[config.mk]
export PLATFORM = sky130hd
export DESIGN_NAME = graph_traversal_bfs_dfs
export DESIGN_NICKNAME = d
export VERILOG_FILES = /design/src/hw/rtl/gtbd_pkg.sv /design/src/hw/rtl/graph_traversal_bfs_dfs.sv /design/src/hw/rtl/gtbd_ram.sv
export VERILOG_INCLUDE_DIRS = /design/src /design/src/hw/rtl
export SDC_FILE = /design/constraint.sdc
export NUM_CORES = 1
export LEC_CHECK = 0
export ABC_AREA = 1
export BUFFER_PORTS_ARGS = -buffer_cell sky130_fd_sc_hd__buf_4
export CAP_MARGIN = 20
export CORE_MARGIN = 4
export CORE_UTILIZATION = 35
export DETAILED_ROUTE_END_ITERATION = 10
export HOLD_SLACK_MARGIN = 0.03
export SETUP_SLACK_MARGIN = 0.4
export SKIP_CTS_REPAIR_TIMING = 1
export SYNTH_ARGS = -nofsm -noshare
export SYNTH_HDL_FRONTEND = slang
export SYNTH_SLANG_ARGS = --single-unit
export TNS_END_PERCENT = 30
[constraint.sdc]
create_clock -name clk -period 9.2 [get_ports clk]
set_clock_uncertainty 0.15 [all_clocks]
set_input_delay 0.46 -clock clk [delete_from_list [all_inputs] [get_ports clk]]
set_output_delay 0.46 -clock clk [all_outputs]
set_load 0.01 [all_outputs]
[src/hw/rtl/graph_traversal_bfs_dfs_assert.svh]
// Assertion macros shared by the graph traversal RTL.
`ifndef GRAPH_TRAVERSAL_BFS_DFS_ASSERT_SVH
`define GRAPH_TRAVERSAL_BFS_DFS_ASSERT_SVH

// Same-cycle implication, checked on clk with reset rst_n.
`define GTBD_ASSERT_IMP(name, ante, cons) \
  name: assert property (@(posedge clk) disable iff (!rst_n) (ante) |-> (cons)) \
    else $error("gtbd: implication check failed");

// Next-cycle implication, checked on clk with reset rst_n.
`define GTBD_ASSERT_NXT(name, ante, cons) \
  name: assert property (@(posedge clk) disable iff (!rst_n) (ante) |=> (cons)) \
    else $error("gtbd: next-cycle check failed");

`endif

[src/hw/rtl/gtbd_pkg.sv]
// Package with the codes, widths and defaults of the graph traversal engine.
`timescale 1ns / 1ps
package gtbd_pkg;

  localparam int VERT_W      = 4;
  localparam int VERT_MAX    = 16;
  localparam int VCOUNT_W    = 5;
  localparam int CMD_W       = 2;
  localparam int STATUS_W    = 2;
  localparam int MAX_RESULTS = 16;
  localparam int NRES_W      = $clog2(MAX_RESULTS + 1);

  localparam int VERTICES_DEF  = 16;
  localparam int MAX_EDGES_DEF = 64;

  localparam logic [VCOUNT_W-1:0] VCOUNT_RST = 5'd16;

  localparam logic [CMD_W-1:0] CMD_ADD   = 2'd0;
  localparam logic [CMD_W-1:0] CMD_BFS   = 2'd1;
  localparam logic [CMD_W-1:0] CMD_DFS   = 2'd2;
  localparam logic [CMD_W-1:0] CMD_CLEAR = 2'd3;

  localparam logic [STATUS_W-1:0] STAT_OK    = 2'd0;
  localparam logic [STATUS_W-1:0] STAT_RANGE = 2'd1;
  localparam logic [STATUS_W-1:0] STAT_FULL  = 2'd2;

endpackage

[src/hw/rtl/graph_traversal_bfs_dfs.sv]
// Top level of the breadth-first and depth-first graph traversal engine.
// Usage: a command is taken at a rising edge with start high and busy low.
// Commands are add edge, breadth-first walk, depth-first walk and clear.
// Every command gives result beats on out_valid, one cycle each; out_last
// marks the final beat of a command and out_status reports range or full.
// Add edge, clear and rejected commands answer in the cycle after acceptance
// and leave busy low, so such commands may follow each other every cycle.
// A traversal raises busy and gives one beat per processed vertex. Each
// processed vertex scans the edge RAM at one entry per cycle; a stale stack
// entry in the depth-first walk is popped and dropped without a beat.
// The edge list and the work queue/stack live in two RAMs with registered
// read data; the visited map is a register.
// The vertex_count register is written on the cfg channel while idle.
// Reset (synchronous, rst_n low) empties the graph and sets vertex_count
// to 16. The receiver cannot stall: every beat is taken when it appears.
`timescale 1ns / 1ps
`include "graph_traversal_bfs_dfs_assert.svh"
module graph_traversal_bfs_dfs #(
  parameter int VERTICES  = gtbd_pkg::VERTICES_DEF,
  parameter int MAX_EDGES = gtbd_pkg::MAX_EDGES_DEF
) (
  input  logic                          clk,
  input  logic                          rst_n,
  input  logic                          start,
  output logic                          busy,
  input  logic [gtbd_pkg::CMD_W-1:0]    in_command,
  input  logic [gtbd_pkg::VERT_W-1:0]   in_vertex_a,
  input  logic [gtbd_pkg::VERT_W-1:0]   in_vertex_b,
  output logic                          out_valid,
  output logic [gtbd_pkg::VERT_W-1:0]   out_vertex,
  output logic                          out_last,
  output logic [gtbd_pkg::STATUS_W-1:0] out_status,
  input  logic                          cfg_valid,
  output logic                          cfg_ready,
  input  logic [gtbd_pkg::VCOUNT_W-1:0] cfg_vertex_count
);
  import gtbd_pkg::*;

  localparam int VLIM     = (VERTICES < VERT_MAX) ? VERTICES : VERT_MAX;
  localparam int CW       = $clog2(MAX_EDGES + 1);
  localparam int EAW      = (MAX_EDGES > 1) ? $clog2(MAX_EDGES) : 1;
  localparam int WORK_CAP = 2 * MAX_EDGES + 1;
  localparam int WAW      = $clog2(WORK_CAP);
  localparam int WTW      = $clog2(WORK_CAP + 1);

  typedef enum logic [2:0] {
    ST_IDLE,
    ST_POP,
    ST_CUR,
    ST_EXP,
    ST_FIN
  } state_t;

  state_t                state_r, state_nxt;
  logic [VCOUNT_W-1:0]   vcount_r, vcount_nxt;
  logic [CW-1:0]         ecnt_r, ecnt_nxt;
  logic [CW-1:0]         eidx_r, eidx_nxt;
  logic                  edv_r, edv_nxt;
  logic [VERT_MAX-1:0]   visited_r, visited_nxt;
  logic [WTW-1:0]        head_r, head_nxt;
  logic [WTW-1:0]        tail_r, tail_nxt;
  logic [NRES_W-1:0]     nres_r, nres_nxt;
  logic                  bfs_r, bfs_nxt;
  logic [VERT_W-1:0]     cur_r, cur_nxt;
  logic                  pend_v_r, pend_v_nxt;
  logic [VERT_W-1:0]     pend_r, pend_nxt;
  logic                  out_valid_r, out_valid_nxt;
  logic [VERT_W-1:0]     out_vertex_r, out_vertex_nxt;
  logic                  out_last_r, out_last_nxt;
  logic [STATUS_W-1:0]   out_status_r, out_status_nxt;

  logic                  e_we, e_re;
  logic [EAW-1:0]        e_waddr, e_raddr;
  logic [2*VERT_W-1:0]   e_wdata, e_rdata;
  logic                  w_we, w_re;
  logic [WAW-1:0]        w_waddr, w_raddr;
  logic [VERT_W-1:0]     w_wdata, w_rdata;

  logic [VCOUNT_W-1:0]   lim;
  logic                  a_bad, b_bad;
  logic [WTW-1:0]        tail_dec;
  logic [VERT_W-1:0]     ea, eb, nb;
  logic                  hit;

  gtbd_ram #(.WIDTH(2 * VERT_W), .DEPTH(MAX_EDGES)) u_edge_ram (
    .clk   (clk),
    .we    (e_we),
    .waddr (e_waddr),
    .wdata (e_wdata),
    .re    (e_re),
    .raddr (e_raddr),
    .rdata (e_rdata)
  );

  gtbd_ram #(.WIDTH(VERT_W), .DEPTH(WORK_CAP)) u_work_ram (
    .clk   (clk),
    .we    (w_we),
    .waddr (w_waddr),
    .wdata (w_wdata),
    .re    (w_re),
    .raddr (w_raddr),
    .rdata (w_rdata)
  );

  assign lim      = (vcount_r < VCOUNT_W'(VLIM)) ? vcount_r : VCOUNT_W'(VLIM);
  assign a_bad    = VCOUNT_W'(in_vertex_a) >= lim;
  assign b_bad    = VCOUNT_W'(in_vertex_b) >= lim;
  assign tail_dec = tail_r - WTW'(1);
  assign ea       = e_rdata[VERT_W-1:0];
  assign eb       = e_rdata[2*VERT_W-1:VERT_W];
  assign hit      = (ea == cur_r) || (eb == cur_r);
  assign nb       = (ea == cur_r) ? eb : ea;

  assign busy       = (state_r != ST_IDLE);
  assign cfg_ready  = (state_r == ST_IDLE);
  assign out_valid  = out_valid_r;
  assign out_vertex = out_vertex_r;
  assign out_last   = out_last_r;
  assign out_status = out_status_r;

  always_comb begin
    state_nxt      = state_r;
    vcount_nxt     = vcount_r;
    ecnt_nxt       = ecnt_r;
    eidx_nxt       = eidx_r;
    edv_nxt        = edv_r;
    visited_nxt    = visited_r;
    head_nxt       = head_r;
    tail_nxt       = tail_r;
    nres_nxt       = nres_r;
    bfs_nxt        = bfs_r;
    cur_nxt        = cur_r;
    pend_v_nxt     = pend_v_r;
    pend_nxt       = pend_r;
    out_valid_nxt  = 1'b0;
    out_vertex_nxt = '0;
    out_last_nxt   = 1'b0;
    out_status_nxt = STAT_OK;
    e_we           = 1'b0;
    e_waddr        = ecnt_r[EAW-1:0];
    e_wdata        = {in_vertex_b, in_vertex_a};
    e_re           = 1'b0;
    e_raddr        = eidx_r[EAW-1:0];
    w_we           = 1'b0;
    w_waddr        = tail_r[WAW-1:0];
    w_wdata        = nb;
    w_re           = 1'b0;
    w_raddr        = head_r[WAW-1:0];

    if (cfg_valid && cfg_ready) begin
      vcount_nxt = cfg_vertex_count;
    end

    case (state_r)
      ST_IDLE: begin
        if (start) begin
          case (in_command)
            CMD_CLEAR: begin
              ecnt_nxt      = '0;
              out_valid_nxt = 1'b1;
              out_last_nxt  = 1'b1;
            end
            CMD_ADD: begin
              out_valid_nxt = 1'b1;
              out_last_nxt  = 1'b1;
              if (a_bad || b_bad) begin
                out_status_nxt = STAT_RANGE;
              end else if (ecnt_r == CW'(MAX_EDGES)) begin
                out_status_nxt = STAT_FULL;
              end else begin
                e_we     = 1'b1;
                ecnt_nxt = ecnt_r + CW'(1);
              end
            end
            default: begin
              if (a_bad) begin
                out_valid_nxt  = 1'b1;
                out_last_nxt   = 1'b1;
                out_status_nxt = STAT_RANGE;
              end else begin
                bfs_nxt     = (in_command == CMD_BFS);
                visited_nxt = '0;
                if (in_command == CMD_BFS) begin
                  visited_nxt[in_vertex_a] = 1'b1;
                end
                w_we       = 1'b1;
                w_waddr    = '0;
                w_wdata    = in_vertex_a;
                head_nxt   = '0;
                tail_nxt   = WTW'(1);
                nres_nxt   = '0;
                pend_v_nxt = 1'b0;
                state_nxt  = ST_POP;
              end
            end
          endcase
        end
      end
      ST_POP: begin
        if (bfs_r) begin
          if (head_r < tail_r) begin
            w_re      = 1'b1;
            w_raddr   = head_r[WAW-1:0];
            head_nxt  = head_r + WTW'(1);
            state_nxt = ST_CUR;
          end else begin
            state_nxt = ST_FIN;
          end
        end else begin
          if (tail_r != '0) begin
            w_re      = 1'b1;
            w_raddr   = tail_dec[WAW-1:0];
            tail_nxt  = tail_dec;
            state_nxt = ST_CUR;
          end else begin
            state_nxt = ST_FIN;
          end
        end
      end
      ST_CUR: begin
        if (!bfs_r && visited_r[w_rdata]) begin
          state_nxt = ST_POP;
        end else begin
          visited_nxt[w_rdata] = 1'b1;
          if (pend_v_r) begin
            out_valid_nxt  = 1'b1;
            out_vertex_nxt = pend_r;
          end
          pend_nxt   = w_rdata;
          pend_v_nxt = 1'b1;
          cur_nxt    = w_rdata;
          nres_nxt   = nres_r + NRES_W'(1);
          eidx_nxt   = '0;
          edv_nxt    = 1'b0;
          if (nres_r == NRES_W'(MAX_RESULTS - 1)) begin
            state_nxt = ST_FIN;
          end else begin
            state_nxt = ST_EXP;
          end
        end
      end
      ST_EXP: begin
        if (edv_r && hit && (VCOUNT_W'(nb) < lim) && !visited_r[nb] &&
            (tail_r < WTW'(WORK_CAP))) begin
          w_we     = 1'b1;
          w_waddr  = tail_r[WAW-1:0];
          tail_nxt = tail_r + WTW'(1);
          if (bfs_r) begin
            visited_nxt[nb] = 1'b1;
          end
        end
        if (eidx_r < ecnt_r) begin
          e_re     = 1'b1;
          e_raddr  = eidx_r[EAW-1:0];
          eidx_nxt = eidx_r + CW'(1);
          edv_nxt  = 1'b1;
        end else begin
          edv_nxt = 1'b0;
          if (!edv_r) begin
            state_nxt = ST_POP;
          end
        end
      end
      ST_FIN: begin
        out_valid_nxt  = 1'b1;
        out_vertex_nxt = pend_r;
        out_last_nxt   = 1'b1;
        pend_v_nxt     = 1'b0;
        state_nxt      = ST_IDLE;
      end
      default: begin
        state_nxt = ST_IDLE;
      end
    endcase
  end

  always_ff @(posedge clk) begin
    if (!rst_n) begin
      state_r     <= ST_IDLE;
      vcount_r    <= VCOUNT_RST;
      ecnt_r      <= '0;
      edv_r       <= 1'b0;
      visited_r   <= '0;
      head_r      <= '0;
      tail_r      <= '0;
      nres_r      <= '0;
      pend_v_r    <= 1'b0;
      out_valid_r <= 1'b0;
    end else begin
      state_r     <= state_nxt;
      vcount_r    <= vcount_nxt;
      ecnt_r      <= ecnt_nxt;
      edv_r       <= edv_nxt;
      visited_r   <= visited_nxt;
      head_r      <= head_nxt;
      tail_r      <= tail_nxt;
      nres_r      <= nres_nxt;
      pend_v_r    <= pend_v_nxt;
      out_valid_r <= out_valid_nxt;
    end
    eidx_r       <= eidx_nxt;
    bfs_r        <= bfs_nxt;
    cur_r        <= cur_nxt;
    pend_r       <= pend_nxt;
    out_vertex_r <= out_vertex_nxt;
    out_last_r   <= out_last_nxt;
    out_status_r <= out_status_nxt;
  end

  `GTBD_ASSERT_IMP(a_idle_no_pending, state_r == ST_IDLE, !pend_v_r)
  `GTBD_ASSERT_IMP(a_work_port_excl, w_re, !w_we)
  `GTBD_ASSERT_IMP(a_result_bound, busy, nres_r <= NRES_W'(MAX_RESULTS))
  `GTBD_ASSERT_IMP(a_last_when_idle, out_valid_r && out_last_r, state_r == ST_IDLE)
  `GTBD_ASSERT_NXT(a_walk_busy, start && !busy && (in_command == CMD_BFS || in_command == CMD_DFS) && !a_bad, busy && !out_valid_r)

endmodule

[src/hw/rtl/gtbd_ram.sv]
// Generic single-port-write, single-port-read RAM with registered read data.
`timescale 1ns / 1ps
module gtbd_ram #(
  parameter int WIDTH = 8,
  parameter int DEPTH = 64,
  localparam int AW = (DEPTH > 1) ? $clog2(DEPTH) : 1
) (
  input  logic             clk,
  input  logic             we,
  input  logic [AW-1:0]    waddr,
  input  logic [WIDTH-1:0] wdata,
  input  logic             re,
  input  logic [AW-1:0]    raddr,
  output logic [WIDTH-1:0] rdata
);

  logic [WIDTH-1:0] mem [DEPTH];

  always_ff @(posedge clk) begin
    if (we) begin
      mem[waddr] <= wdata;
    end
    if (re) begin
      rdata <= mem[raddr];
    end
  end

endmodule
# Word level (Yosys, flattened, before mapping)
# Memory sizes are Yosys's and may differ from the RTL's. A register that Yosys moved wholly into a read port is not among the register bits.
# Index checks and enable logic that the tools add are counted.
[op_classes] addsub=6 order_cmp=13 eq_ne=25 mux=107 n_bitwise=5 reduce_logical=37
[ops] cell="8-bit two-way mux" count=18
[ops] cell="16-bit two-way mux" count=7
[ops] cell="16-bit case mux with 3 select lines" count=1
[ops] cell="1-bit two-way mux" count=35
[ops] cell="16-bit OR" count=2
[ops] cell="3-bit two-way mux" count=10
[ops] cell="2-bit != test (second input constant)" count=15
[ops] cell="4-bit two-way mux" count=7
[ops] cell="7-bit two-way mux" count=4
[ops] cell="7-bit case mux with 2 select lines" count=2
[ops] cell="5-bit two-way mux" count=5
[ops] cell="8-bit case mux with 3 select lines" count=1
[ops] cell="5-bit AND reduction" count=4
[ops] cell="8-bit by 1-bit adder with 8-bit output (second input constant)" count=2
[ops] cell="8-bit case mux with 2 select lines" count=1
[ops] cell="4-bit by 5-bit less-than comparator with 1-bit output (second input constant)" count=3
[ops] cell="7-bit by 1-bit adder with 7-bit output (second input constant)" count=2
[ops] cell="7-bit AND reduction" count=2
[ops] cell="1-bit demux with 4-bit select" count=3
[ops] cell="4-bit by 1-bit greater-or-equal comparator with 1-bit output (second input constant)" count=3
[ops] cell="3-bit case mux with 4 select lines" count=1
[ops] cell="3-bit nonzero test" count=4
[ops] cell="4-bit by 5-bit greater-or-equal comparator with 1-bit output" count=2
[ops] cell="5-bit case mux with 2 select lines" count=1
[ops] cell="34 further kinds" count=58
[word_totals] regBits=74 ramBits=1028 output_inout_bits=10 mem_count=2
[memory_table] memory="u_work_ram.mem" words=129 word_bits=4 read_ports=1 rd_ports_with_merged_regs=1 write_ports=1 line="gtbd_ram.sv:17" rtl="logic [WIDTH-1:0] mem [DEPTH];"
[memory_table] memory="u_edge_ram.mem" words=64 word_bits=8 read_ports=1 rd_ports_with_merged_regs=1 write_ports=1 line="gtbd_ram.sv:17"

# Logic depth before layout (Yosys ltp)
# Gate-level depths: netlist of the first run.
[depth] depth_word=11 mapped_depth=22 depth_no_buf=18

# Modules after synthesis
# From an unflattened synthesis of the first run, not the netlist that was laid out.
[unflattened] hier_cells=4569 area_unflattened_um2=48595.4
[by_module_without_submodules] module="gtbd_ram (u_work_ram)" instances=1 cells_each=1904 area_each_um2=21793.4
[by_module_without_submodules] module="gtbd_ram (u_edge_ram)" instances=1 cells_each=1822 area_each_um2=21371.7
[by_module_without_submodules] module="graph_traversal_bfs_dfs" instances=1 cells_each=843 area_each_um2=5430.2

# Least setup slack after synthesis of the first run
# OpenSTA, ideal clock, no wires.
[synth_timing] path_type="input to register" start="input port in_vertex_a[0] (netlist bit)" end="memory u_work_ram.mem[0][2] (netlist bit) (data pin)" setup_time_ns=1.205 arrival_ns=6.837 required_ns=7.845 slack_ns=1.007 cell_stages=12 n_path_buf=1 cell_sequence="inv_1 ha_1 inv_1 nand2_1 a21oi_1 o21bai_1 a21oi_1 nor2_1 nor2_1 nand2_1 clkbuf_1 o21ai_0"
[synth_via] elab_chain_cells=5
[synth_rtl] element="from (decl)" line="graph_traversal_bfs_dfs.sv:27" rtl="input logic [gtbd_pkg::VERT_W-1:0] in_vertex_a,"
[synth_rtl] element="4-bit by 5-bit greater-or-equal comparator with 1-bit output" line="graph_traversal_bfs_dfs.sv:106" rtl="assign a_bad = VCOUNT_W'(in_vertex_a) >= lim;"
[synth_rtl] element="4-bit two-way mux" line="graph_traversal_bfs_dfs.sv:176" rtl="if (a_bad) begin"
[synth_rtl] element="4-bit two-way mux" line="graph_traversal_bfs_dfs.sv:157" rtl="case (in_command)"
[synth_rtl] element="4-bit two-way mux" line="graph_traversal_bfs_dfs.sv:156" rtl="if (start) begin"
[synth_rtl] element="4-bit two-way mux" line="graph_traversal_bfs_dfs.sv:154" rtl="case (state_r)"
[synth_rtl] element="named net u_work_ram.wdata[2]" line="gtbd_ram.sv:11" rtl="input logic [WIDTH-1:0] wdata,"
[synth_rtl] element="to (decl)" line="gtbd_ram.sv:17"
# The timed path passes the listed nets, and every way through them passes these cells.

# Worst setup path in the final report of the first run
[layout_timing] start="register tail_r[0]" end="register u_work_ram.rdata[1], read port of u_work_ram.mem (data pin)"
[layout_via] elab_chain_cells=4 word_cells_on_any_way=10 cone_classes="1 x add/sub; 1 x order compare; 7 x mux; 1 x reduce/logical"
[layout_rtl] element="from (decl)" line="graph_traversal_bfs_dfs.sv:61" rtl="logic [WTW-1:0] tail_r, tail_nxt;"
[layout_rtl] element="from (signal assigned)" line="graph_traversal_bfs_dfs.sv:296" rtl="tail_r <= tail_nxt;"
[layout_rtl] element="8-bit by 1-bit subtractor with 8-bit output (tied with other cells)" line="graph_traversal_bfs_dfs.sv:108" rtl="assign tail_dec = tail_r - WTW'(1);"
[layout_rtl] element="8-bit two-way mux (tied with other cells)" line="graph_traversal_bfs_dfs.sv:210" rtl="if (tail_r != '0) begin"
[layout_rtl] element="8-bit two-way mux or 1-bit two-way mux (tied branches)" line="graph_traversal_bfs_dfs.sv:200" rtl="if (bfs_r) begin"
[layout_rtl] element="8-bit two-way mux or 1-bit two-way mux (tied branches)" line="graph_traversal_bfs_dfs.sv:154"
[layout_rtl] element="to (decl)" line="gtbd_ram.sv:14" rtl="output logic [WIDTH-1:0] rdata"
# Parallel ways exist; a longest one is shown, timed or not.
# A chain may end at the register's enable or synchronous reset.

==> impl_metrics.yaml, run 1 <==
drt:
  vias: 33772
  drt_pass1_iterations: 6
  ant_nets: 0
  wl_um: 129000
  route.detailed.drc: 0
  vias_per_cell: 5.17
  avgRoutedWirePerCell_um: 19.7
  drt_iter0_drc: 3482
layout:
  fin_cells: 6528
  antenna_cells: 0
  fin_area_um2: 54200
  final_core_util_pct: 39.3
  final_net_count: 4633
  layout-drive-gt1-share_pct: 6.09
  regArea_um2: 32800
  syn_to_final_growth_pct: 10.8
  multi_input_area_um2: 13000
  fillCellCount: 13472
critical_path:
  worstPathRequired_ps: 9500
  crit_slowest_cell: "buf_4"
  crit_path_end_kind: "flop"
  crit_arrival_ps: 5500
  cpPeakStageDelay_ps: 780
  reg2reg_depth: 19
  crit_chain: "inv_1 -> ha_1 -> nand2_1 -> nor2_4 -> nand2_4 -> nand2_2 -> nand2_2 -> nand2_8 -> buf_16 -> buf_4 -> o21ai_0 -> nand2_1 -> nand3_1 -> nand3_1 -> nand3_1 -> nand3_1 -> nand3_1 -> nand3_1 -> nand2_1"
  cp-start-kind: "flop"
  cp_max_fo: 157
  cp_num_buf_inv: 3
  rrSetupSlack_ps: 4000
  reg2reg_to: "u_work_ram.rdata[1]$_DFFE_PP_"
  crit_type: "reg -> reg"
  cpLargestDelayFamily: "simple AND/OR/NAND/NOR gates"
  path_common_cell: "nand3_1"
  r2r_start: "tail_r[0]$_SDFFE_PN0P_"
timing:
  fin_crit_ps: 5200
  timing.final.hold_violations: 0
  rsz0062_at_grt: "no"
  report.final.slew_viol_count: 0
  fin_ws_ps: 4000
  max_freq_mhz: 192
  finalSetupViolations: 0
  slew_headroom_pct: 23.9
  whs_ps: 25.6
  timing_worst_slew_pin_value_ps: 1130
  fin_crit_sh_pct: 56.6
  fin_tns_setup_ps: 0
clocking:
  htreeDepth: 3
  clockRootBuffer: "clkbuf_16"
  cts_tree: "built"
  cts_made_buffers: 105
  cts.sink_count: 1114
  cts.clk_slew.worst_paths_ps: 70
  clk_path_buf_depth: 3
  insertion_delay_ps: 690
hold_path:
  whs_path_depth: 4
  hp-class: "in -> reg"
  hold_end: "vcount_r[1]$_SDFFE_PN0P_"
  hp-start: "cfg_valid"
global_routing:
  grt_antenna_before_repair: 1
  grt_max_degree: 196
  grt_pass1_wl_um: 195000
  globalRouteTotalUtil_pct: 17.1
  busiest_layer: "met2"
  overflow: 0
  use_met2_pct: 26.8
  globalRouteMet3Util_pct: 2.22
  first_global_vias: 31728
  use_met1_pct: 24.8
floorplan:
  die_x_um: 382
  die_h_um: 382
  rows: 136
  core_um2: 138000
  io_pins: 29
  initial_core_util_pct: 35.4
  dieArea_um2: 146000
logic_synthesis:
  syn_nets: 4680
  yosys_most_used_dff: "edfxtp_1"
  yosysWarnings: 0
  synth_area_leaders: "edfxtp_1, nand2_1, nand3_1"
  synth_top_area_share_pct: 64.5
  syn_inst: 4626
  synth-seq-cells: 1114
  async_reset_ff_share_pct: 0
  ys_seq_area_share_pct: 67.1
  synth_edf_count: 1052
  synth_top_cells_by_count: "edfxtp_1, nand2_1, nand3_1"
  syn_area_um2: 49000
  yosysUniqueCellTypes: 51
  post-synth-top-count-cell: "edfxtp_1"
  synth_top_area_cell: "edfxtp_1"
  avgSynthCellArea_um2: 10.6
outcome:
  status: "finished clean"
power:
  peakVddDrop_mv: 0.201
  p_leak_nw: 19.6
  power_density_nw_per_um2: 258
  total_power_mw: 14.0
flow_run:
  max_cap_violations: 0
place:
  pre_cts_slack_ps: 3920
  placed_cell_area_um2: 50800
  io_buffers: 28
  dp.cells: 6328
  hpwlAfterDp_um: 75700
  gp_congestion: 0.872
## worst register-to-register path, stage by stage, from the launching register on
cell     delay (ps)
dfxtp_1         390
inv_1           180
ha_1            220
nand2_1         100
nor2_4          150
nand2_4          90
nand2_2         280
nand2_2         500
nand2_8         450
buf_16          480
buf_4           900
o21ai_0         220
nand2_1          90
nand3_1          80
nand3_1         180
nand3_1         140
nand3_1         120
nand3_1          80
nand3_1         110
nand2_1          60
## metal layers
layer	up-vias	wire length (µm)
met5	-	0
met4	0	3370
met3	204	9840
met2	1349	58800
met1	16410	56800
li1	15809	-
## cells in the final DEF, fill, tap and decap left out, types with 12 or more instances in the layout
| cell type | instances |
|---|---|
| buf_4 | 85 |
| o21ai_0 | 336 |
| clkinv_2 | 15 |
| o211ai_1 | 18 |
| nand2_1 | 854 |
| nand3_1 | 560 |
| o22ai_1 | 80 |
| clkinv_1 | 29 |
| xor2_1 | 12 |
| nor3_1 | 35 |
| a31oi_1 | 15 |
| o221ai_1 | 51 |
| nand4_1 | 19 |
| edfxtp_1 | 1052 |
| a21oi_1 | 81 |
| clkbuf_16 | 107 |
| dfxtp_1 | 62 |
| inv_1 | 504 |
| ha_1 | 35 |
| clkbuf_1 | 26 |
| nor2_1 | 553 |
## kinds of logic after synthesis
logic type,Yosys count,synth area share (%)
simple gates,2062,17.8
flops,1114,67.1
buf+inv,767,6.51
compound gates,632,7.47
fa+ha+maj,35,0.895
xor+xnor,16,0.286
## power breakdown
group          internal [mW]  switching (mW)  leakage (nW)
registers               5.84          0.0998          9.98
clock network           2.38            1.88          1.62
logic                   1.02            2.78          8.00
total                   9.24            4.75          19.6
## final cells by class
class / count / area share (%)
clock buffer: 136 / 5.19
clock inverter: 57 / 0.953
inverter: 520 / 3.62
multi-input combinational: 2745 / 24.0
sequential: 1114 / 60.5
tap: 1863 / 4.30
timing repair buffer: 93 / 1.37
## worst max-delay path by stage
| stage | start | to | cells past startpoint |
|---|---|---|---|
| 3_5_place_dp | tail_r[0]$_SDFFE_PN0P_ | u_work_ram.rdata[1]$_DFFE_PP_ | 18 |
| 2_1_floorplan | in_vertex_a[0] | u_work_ram.mem[0][2]$_DFFE_PP_ | 12 |
| 3_3_place_gp | tail_r[0]$_SDFFE_PN0P_ | u_work_ram.rdata[1]$_DFFE_PP_ | 18 |
| 5_1_grt | tail_r[0]$_SDFFE_PN0P_ | u_work_ram.rdata[0]$_DFFE_PP_ | 19 |
| 6_report | tail_r[0]$_SDFFE_PN0P_ | u_work_ram.rdata[1]$_DFFE_PP_ | 19 |
| 4_1_cts | tail_r[0]$_SDFFE_PN0P_ | u_work_ram.rdata[1]$_DFFE_PP_ | 18 |
## state kept, by name, summed over array words and instances, names as in the netlist, 7 cells and up
name	flops
u_edge_ram.rdata	8
u_work_ram.mem	516
visited_r	16
head_r	8
eidx_r	7
ecnt_r	7
u_edge_ram.mem	512
tail_r	8
Note: power is estimated with default switching activity, not from simulation.
==> run 2: changes to the inputs <==
- clock period: 9.2 -> 5.3 ns (I/O delays scaled with it)
==> run 2 against run 1 <==
Net effect: sequential cell count is the same; worst setup slack lost 3200 ps; register-to-register slack lost 3200 ps; critical path type unchanged.
==> impl_metrics.yaml, run 2 (synthesis gave the netlist of run 1 again) <==
outcome:
  status: "finished clean"
floorplan:
  dieArea_um2: 146000
  io_pins: 29
  die_x_um: 382
  rows: 136
  initial_core_util_pct: 35.4
  core_um2: 138000
  die_h_um: 382
drt:
  wl_um: 128000
  drt_pass1_iterations: 6
  drt_iter0_drc: 3761
  vias_per_cell: 5.13
  vias: 33726
  ant_nets: 0
  avgRoutedWirePerCell_um: 19.5
  route.detailed.drc: 0
power:
  power_density_nw_per_um2: 450
  peakVddDrop_mv: 0.370
  p_leak_nw: 19.9
timing:
  fin_crit_sh_pct: 85.8
  timing.final.hold_violations: 0
  slew_headroom_pct: 22.2
  max_freq_mhz: 220
  fin_ws_ps: 750
  fin_crit_ps: 4550
  finalSetupViolations: 0
  timing_worst_slew_pin_value_ps: 1170
  report.final.slew_viol_count: 0
  rsz0062_at_grt: "no"
global_routing:
  first_global_vias: 31631
  grt_max_degree: 170
  overflow: 0
  grt_pass1_wl_um: 194000
  busiest_layer: "met2"
  globalRouteMet3Util_pct: 2.68
  use_met2_pct: 26.1
  use_met1_pct: 25.2
  grt_antenna_before_repair: 4
  globalRouteTotalUtil_pct: 17.1
layout:
  antenna_cells: 0
  final_net_count: 4672
  final_common_cell: "edfxtp_1"
  reg.largest.list: "u_work_ram.mem (516), u_edge_ram.mem (512), visited_r (16)"
  syn_to_final_growth_pct: 12.1
  largest_reg_flops: 516
  layout-drive-gt1-share_pct: 6.78
  fin_cells: 6570
  final_cell_mix: "edfxtp_1, nand2_1, nand3_1"
  top_register: "u_work_ram.mem"
clocking:
  cts_made_buffers: 107
  htreeDepth: 3
  insertion_delay_ps: 720
  clockRootBuffer: "clkbuf_16"
  cts.clk_slew.worst_paths_ps: 70
  cts.sink_count: 1114
  cts_tree: "built"
  clk_path_buf_depth: 3
critical_path:
  worstPathRequired_ps: 5500
  cp_max_fo: 14
  crit_type: "reg -> reg"
  reg2reg_depth: 17
  crit_path_end_kind: "flop"
  cp-start-kind: "flop"
  crit_arrival_ps: 4750
place:
  hpwlAfterDp_um: 75900
  gp_congestion: 0.889
  dp.cells: 6346
  io_buffers: 28
  pre_cts_slack_ps: 864
hold_path:
  hp-class: "in -> reg"
  whs_path_depth: 2
flow_run:
  max_cap_violations: 0
-- run 2: changes by cell type in the layout (fill, tap and decap cells not counted), moves of 2 or more --
cell	change
clkinvlp_4	+4
bufinv_16	+2
clkinv_2	+5
buf_12	+11
dlygate4sd3_1	+19
clkinv_1	-5
buf_4	+7
clkbuf_1	-7
clkinv_16	+2
clkinv_8	+3
-- run 2: final cells by class --
| cell class | instances | area [µm²] |
|---|---|---|
| timing repair buffer | 130 | 1200 |
| tap | 1863 | 2330 |
| sequential | 1114 | 32800 |
| fill | 13386 | 83300 |
| clock inverter | 68 | 722 |
| inverter | 520 | 1960 |
| clock buffer | 130 | 2800 |
| multi-input combinational | 2745 | 13000 |
-- run 2: where the power goes --
group,internal (mW),total (mW),switching (mW)
logic,1.87,6.73,4.87
registers,10.1,10.3,0.180
clock network,4.28,7.64,3.35
total,16.3,24.7,8.40
-- run 2: path summary, 6_finish.rpt --
check        slack [ps]                         endpoint                    from
min reg2reg         310           nres_r[4]$_SDFFE_PN0P_  nres_r[4]$_SDFFE_PN0P_
min                 140  u_edge_ram.mem[57][1]$_DFFE_PP_          in_vertex_a[1]
max reg2reg         750  u_work_ram.mem[96][1]$_DFFE_PP_     pend_r[1]$_DFFE_PP_
max                 750  u_work_ram.mem[96][1]$_DFFE_PP_     pend_r[1]$_DFFE_PP_
-- run 2: per-layer routing --
metal  vias up  share of wire (%)
met3       209                7.5
met4         0                2.8
met5         -                  0
met2      1304                 44
met1     16309                 45
li1      15904                  -
-- run 2: worst max-delay path, stage by stage, from the launching register on --
cell	delay, ps
edfxtp_1	440
xor2_1	190
nor2_2	180
nand2_4	120
o21ai_2	230
ha_1	290
a21oi_1	170
nor2_1	60
a211oi_1	220
nand3_1	130
a21oi_1	200
nand2_1	190
nor2_1	140
nand2_1	70
nand2_2	330
o21ai_0	470
buf_4	320
nor2_1	280
-- run 2: metrics by stage --
stage / area [µm²] / total power, mW / utilization [%] / setup TNS [ps] / hold slack (ps)
4_1_cts: 54600 / 24.7 / 39.5 / 0 / -437
5_1_grt: 54900 / 25.9 / 39.7 / 0 / 139
3_5_place_dp: 51100 / 17.1 / 37.0 / 0 / 304
6_report: 54900 / 24.7 / 39.7 / 0 / 144
3_3_place_gp: 51100 / 17.1 / 37.0 / 0 / 298
2_1_floorplan: 49000 / 15.0 / - / -349490 / 214
